## src/rtl/gclhd_pkg.sv

```systemverilog
// Package with the item types, result kinds and constants of the header decoder.
`timescale 1ns / 1ps
package gclhd_pkg;

	localparam int HDR_BITS      = 64;
	localparam int NULL_BITS     = 60;
	localparam int SCAN_BITS     = 61;
	localparam int OFFSET_BITS   = 9;
	localparam int COUNT_BITS    = 6;
	localparam int CNT_BITS      = 6;

	localparam logic [1:0] TAG_FORWARD = 2'b01;
	localparam logic [1:0] TAG_LAYOUT  = 2'b11;

	localparam logic [2:0] KIND_UNSUPPORTED = 3'd0;
	localparam logic [2:0] KIND_FORWARD     = 3'd1;
	localparam logic [2:0] KIND_SIZE_ONLY   = 3'd2;
	localparam logic [2:0] KIND_SLOT        = 3'd3;
	localparam logic [2:0] KIND_SUMMARY     = 3'd4;

	localparam logic [OFFSET_BITS-1:0] SLOT_BYTES = 9'd8;
	localparam logic [OFFSET_BITS-1:0] DATA_BYTES = 9'd4;

	typedef struct packed {
		logic [HDR_BITS-1:0]  header_word;
		logic [NULL_BITS-1:0] slot_null_mask;
	} hdr_in_t;

	typedef struct packed {
		logic [2:0]  result_kind;
		logic [8:0]  slot_offset;
		logic [60:0] object_bytes;
		logic [5:0]  pointer_total;
		logic [63:0] forward_target;
		logic        last_of_run;
	} hdr_out_t;

	typedef struct packed {
		logic                   started;
		logic [OFFSET_BITS-1:0] offset;
		logic [COUNT_BITS-1:0]  live;
	} scan_state_t;

	typedef struct packed {
		logic        emit;
		logic        slot;
		scan_state_t next;
	} scan_step_t;

endpackage

```

## src/rtl/gclhd_scan_unit.sv

```systemverilog
// Shared step unit that consumes one layout bit per cycle.
`timescale 1ns / 1ps
module gclhd_scan_unit
	import gclhd_pkg::*;
(
	input  logic        layout_bit,
	input  logic        null_bit,
	input  scan_state_t cur,
	output scan_step_t  step
);

	always_comb begin
		step      = '0;
		step.next = cur;
		if (!cur.started) begin
			step.next.started = layout_bit;
		end else if (layout_bit) begin
			step.slot        = 1'b1;
			step.emit        = !null_bit;
			step.next.offset = cur.offset + SLOT_BYTES;
			step.next.live   = cur.live + COUNT_BITS'(!null_bit);
		end else begin
			step.next.offset = cur.offset + DATA_BYTES;
		end
	end

endmodule

```

## src/rtl/gc_layout_header_decoder.sv

```systemverilog
// Top level of the heap object header decoder.
`timescale 1ns / 1ps
// Forwarding, size-only and unsupported headers give their single result in the
// cycle after the item is accepted, and busy stays low, so such an item may be
// started every cycle. A layout bitvector header is walked one bit per cycle by
// a shared step unit over its 61 layout bits in ST_SCAN, followed by ST_SUMMARY:
// busy is high in both states, and the summary result appears in the first cycle
// that busy is low again. Each non-null pointer slot yields one result in the
// cycle after its bit is scanned. Results are shown for exactly one cycle under
// result_strobe and cannot be held off by the receiver.
module gc_layout_header_decoder
	import gclhd_pkg::*;
(
	input  logic     clk,
	input  logic     arst_n,
	input  logic     start,
	output logic     busy,
	input  hdr_in_t  request,
	output logic     result_strobe,
	output hdr_out_t result
);

	typedef enum logic [1:0] {
		ST_IDLE,
		ST_SCAN,
		ST_SUMMARY
	} state_t;

	state_t                  state_q;
	logic [SCAN_BITS-1:0]    bits_q;
	logic [NULL_BITS-1:0]    null_q;
	logic [CNT_BITS-1:0]     cnt_q;
	scan_state_t             scan_q;
	logic                    strobe_q;
	hdr_out_t                result_q;
	scan_step_t              step;
	logic                    accept;
	logic [1:0]              tag;

	assign accept        = start && (state_q == ST_IDLE);
	assign tag           = request.header_word[1:0];
	assign busy          = (state_q != ST_IDLE);
	assign result_strobe = strobe_q;
	assign result        = result_q;

	gclhd_scan_unit u_scan (
		.layout_bit (bits_q[SCAN_BITS-1]),
		.null_bit   (null_q[0]),
		.cur        (scan_q),
		.step       (step)
	);

	always_ff @(posedge clk or negedge arst_n) begin
		if (!arst_n) begin
			state_q  <= ST_IDLE;
			strobe_q <= 1'b0;
			cnt_q    <= '0;
			scan_q   <= '0;
			bits_q   <= '0;
			null_q   <= '0;
			result_q <= '0;
		end else begin
			strobe_q <= 1'b0;
			unique case (state_q)
				ST_IDLE: begin
					if (accept) begin
						result_q             <= '0;
						result_q.last_of_run <= 1'b1;
						if (tag == TAG_FORWARD) begin
							strobe_q                <= 1'b1;
							result_q.result_kind    <= KIND_FORWARD;
							result_q.forward_target <= {request.header_word[63:2], 2'b00};
						end else if (tag != TAG_LAYOUT) begin
							strobe_q             <= 1'b1;
							result_q.result_kind <= KIND_UNSUPPORTED;
						end else if (!request.header_word[2]) begin
							strobe_q              <= 1'b1;
							result_q.result_kind  <= KIND_SIZE_ONLY;
							result_q.object_bytes <= request.header_word[63:3];
						end else begin
							bits_q  <= request.header_word[63:3];
							null_q  <= request.slot_null_mask;
							cnt_q   <= CNT_BITS'(SCAN_BITS);
							scan_q  <= '0;
							state_q <= ST_SCAN;
						end
					end
				end
				ST_SCAN: begin
					strobe_q             <= step.emit;
					result_q             <= '0;
					result_q.result_kind <= KIND_SLOT;
					result_q.slot_offset <= scan_q.offset;
					scan_q               <= step.next;
					bits_q               <= {bits_q[SCAN_BITS-2:0], 1'b0};
					if (step.slot) begin
						null_q <= {1'b0, null_q[NULL_BITS-1:1]};
					end
					cnt_q <= cnt_q - 1'b1;
					if (cnt_q == CNT_BITS'(1)) begin
						state_q <= ST_SUMMARY;
					end
				end
				ST_SUMMARY: begin
					strobe_q               <= 1'b1;
					result_q               <= '0;
					result_q.result_kind   <= KIND_SUMMARY;
					result_q.object_bytes  <= 61'(scan_q.offset);
					result_q.pointer_total <= scan_q.live;
					result_q.last_of_run   <= 1'b1;
					state_q                <= ST_IDLE;
				end
				default: begin
					state_q <= ST_IDLE;
				end
			endcase
		end
	end

endmodule

```

## config.mk

```make
export PLATFORM = sky130hd
export DESIGN_NAME = gc_layout_header_decoder
export DESIGN_NICKNAME = d
export VERILOG_FILES = /design/src/rtl/gclhd_pkg.sv /design/src/rtl/gclhd_scan_unit.sv /design/src/rtl/gc_layout_header_decoder.sv
export SDC_FILE = /design/constraint.sdc
export NUM_CORES = 1
export LEC_CHECK = 0
export ABC_AREA = 1
export BUFFER_PORTS_ARGS = -buffer_cell sky130_fd_sc_hd__buf_2
export CORE_MARGIN = 8
export CORE_UTILIZATION = 55
export DETAILED_ROUTE_END_ITERATION = 16
export HOLD_SLACK_MARGIN = 0.08
export PLACE_DENSITY = 0.78
export SYNTH_ARGS = -nofsm -noshare
export SYNTH_HDL_FRONTEND = slang
export SYNTH_HIERARCHICAL = 1
export SYNTH_SLANG_ARGS = --single-unit
```

## constraint.sdc

```tcl
create_clock -name clk -period 1.8 [get_ports clk]
set_input_delay 0.09 -clock clk [delete_from_list [all_inputs] [get_ports clk]]
set_output_delay 0.09 -clock clk [all_outputs]
set_load 0.005 [all_outputs]
```

==> reports/metrics.yaml <==
status: "complete, but fails checks"
violations: "negative setup slack"
grt_pass1_vias: 12000
synth_top_family_by_area: "simple AND/OR/NAND/NOR gates"
yosysWarnings: 6
hold_class: "in -> reg"
numCtsBuffers: 30
worst_ep_arrival_time_ns: 2.24
grt_antenna_before_repair: 2
finalCriticalPeriod_ns: 1.80
cts-root-buf: "clkbuf_16"
yosys.area_share.simple_pct: 24.0
final_core_util_pct: 75.0
initial_core_util_pct: 55.3
die_w_um: 169
globalplace.congestion: 0.829
reg2reg_slack_ns: -0.00005
drtAntennaViolNets: 0
drt-total-wl_um: 40600
htree_levels: 1
peakVddDrop_uv: 1170
maxCapViolations: 0
core_um2: 23200
syn_to_final_growth_pct: 35.6
wire_per_inst_um: 18.0
max_freq_mhz: 556
drc: 0
clock_latency_ns: 0.57
cp_data_required_time_ns: 2.24
dieHeight_um: 169
finalNetCount: 2050
ys_types: 27
cts_buffer_depth: 3
fin_skew_ns: 0.0203
whs_endpoint: "null_q[45]$_DFFE_PN0P_"
syn_area_per_cell_um2: 8.48
synth_ff_type: "dfrtp_1"
finalHoldViolations: 0
rsz0062_at_grt: "true"
gr-usage-all-layers_pct: 26.5
clk_pin_slew_worst_paths_ns: 0.07
die_area_um2: 28500
async_flop_share_pct: 100
cp-end-kind: "flip-flop"
worstHoldStart: "request[45]"
port_buffers: 270
grt_pass1_wl_um: 61900
synth_area_leaders: "dfrtp_1 56%, nand2_1 21%, o21ai_0 5.9%"
placed_cells: 2048
internal_power_mw: 16.7
ioPinCount: 273
cts_tree: "done"
clkPwrFrac_pct: 21.5
instances_no_fill: 2251
final_max_slew_viol_count: 0
drt_iter0_markers: 1029
drive_gt1_share_pct: 21.3
drtPass1Iterations: 5
p_leak_nw: 9.26
synth_compound_area_share_pct: 8.73
row_count: 56
final_cell_area_um2: 17400
vias: 12200
cts.sinks: 288
synth_area_um2: 12800
hold_ws_ns: 0.354
synth_fa_ha_area_share_pct: 1.27
power_frac_comb_pct: 43.3
dp_hpwl_um: 23600
syn_inst: 1514
p_per_area_nw_per_um2: 1600
muxShareOfSynthArea_pct: 4.60
grt_max_degree: 63
reg2reg_from: "state_q[1]$_DFFE_PN0P_"
ys_seq_area_share_pct: 56.2
fin_crit_sh_pct: 100
routed_via_density: 5.43
setup_viol: 1
synth_top_area_share_pct: 56.2
seq_power_share_pct: 35.2
fillers: 1595
swShare_pct: 39.8
synth_edf_count: 0
setup_ws_ns: -0.0000455
post_dp_cell_area_um2: 14700
reg2reg_depth: 7
path_max_fanout: 26
ys_seq_elements: 288
startpoint_type: "flip-flop"
whs_path_depth: 4
r2r-end: "null_q[28]$_DFFE_PN0P_"
yosysTopAreaCell: "dfrtp_1"
synthXorXnorAreaFrac_pct: 0.410
p_sw_mw: 11.0
crit_type: "reg -> reg"
overflow: 0
state kept, by name, indices dropped and copies added, names as in the netlist:
register,count
bits_q,61
cnt_q,6
null_q,60
result,142
result_strobe,1
scan_q,16
state_q,2
repair_timing:
action                                  4_1_cts  5_1_grt
buffers inserted                              0        6
cloned                                        0       14
hold buffers                                129        0
hold endpoints to repair                    533        0
endpoints found under the setup margin       12      154
pin swaps                                     0        4
gates resized for setup                       2       53
cell type report:
type / count / area (um2) / share of cell area (%)
Timing Repair Buffer: 455 / 3540 / 20.3
Clock buffer: 44 / 853 / 4.91
Clock inverter: 9 / 85.1 / 0.489
Inverter: 33 / 131 / 0.755
Sequential cell: 288 / 7210 / 41.4
Tap cell: 319 / 399 / 2.29
Antenna cell: 1 / 2.50 / 0.0144
Multi-Input combinational cell: 1102 / 5180 / 29.8
per-layer routing:
metal | up-vias | track usage (%) | wire length (um)
met1 | 5911 | 32.4 | 15600
li1 | 5619 | - | -
met5 | - | 0 | 14
met3 | 138 | 5.80 | 3130
met2 | 560 | 45.1 | 20100
met4 | 2 | 10.9 | 1770
power groups by stage:
| stage | combinational [mW] | clock, mW | sequential, mW |
|---|---|---|---|
| after detailed placement | 9.91 | 0 | 9.73 |
| final | 12.0 | 5.97 | 9.78 |
| after floorplan | 6.65 | 0 | 9.56 |
| after CTS | 10.2 | 6.03 | 9.66 |
| after global placement | 9.53 | 0 | 9.67 |
| after global routing | 13.2 | 6.30 | 9.99 |
Yosys cell counts, drive strengths merged (9+ instances only):
master,number
clkbuf,28
inv,33
o22ai,9
nand2,733
mux2i,59
dfrtp,288
nor2,30
nand3,32
buf,66
a21oi,18
ha,13
o21ai,193
critical path, stage by stage, from the launching register on:
cell and delay (ns):
dfrtp_1 0.38, inv_2 0.12, ha_4 0.17, buf_4 0.12, buf_12 0.21, buf_16 0.20, mux2i_2 0.31, o21ai_2 0.13
metrics by stage:
stage	setup WS, ns	total power [mW]	TNS (ns)
5_1_grt	-0.0842	29.5	-0.600
3_5_place_dp	0.0101	19.6	0
6_report	-0.0000455	27.8	-0.0000455
3_3_place_gp	0.0740	19.2	0
2_1_floorplan	0.177	16.2	0
4_1_cts	0.0275	25.9	0
how the worst max path moves through the flow:
| stage | from | to | slack, ns | cells past startpoint |
|---|---|---|---|---|
| detailed placement | state_q[1]$_DFFE_PN0P_ | null_q[7]$_DFFE_PN0P_ | 0.01 | 9 |
| floorplan | state_q[0]$_DFFE_PN0P_ | null_q[10]$_DFFE_PN0P_ | 0.18 | 11 |
| CTS | state_q[0]$_DFFE_PN0P_ | null_q[13]$_DFFE_PN0P_ | 0.03 | 10 |
| global placement | state_q[1]$_DFFE_PN0P_ | null_q[54]$_DFFE_PN0P_ | 0.07 | 10 |
| global route | state_q[1]$_DFFE_PN0P_ | null_q[29]$_DFFE_PN0P_ | -0.08 | 7 |
| finish | state_q[1]$_DFFE_PN0P_ | null_q[28]$_DFFE_PN0P_ | -0.00005 | 7 |
logic make-up after synthesis:
kind of cell | count (synthesis)
muxes | 59
xor gates and xnor gates | 6
and+or+nand+nor | 799
adders and majority gates | 13
other | 1
buffers and inverters | 127
DFF | 288
AOI/OAI and AO/OA | 221
cell usage in the layout, fill, tap and decap left out, types with 3 or more instances in the layout:
master and instances:
ha_1 11, o21ai_1 53, clkbuf_1 9, nor2_4 4
buf_6 5, dfrtp_1 287, xnor2_1 3, o21ai_2 5
nand2_1 720, xor2_1 3, a21oi_1 18, o22ai_1 9
clkbuf_16 40, buf_4 21, o21ai_0 134, buf_12 18
nand4_1 3, inv_1 28, inv_4 3, buf_2 269
clkbuf_8 5, dlygate4sd3_1 128, nor2_1 24, nand2_4 3
clkinv_2 6, nand2_2 10, nand3_1 30, mux2i_1 57
Note: power is estimated with default switching activity, not from simulation.
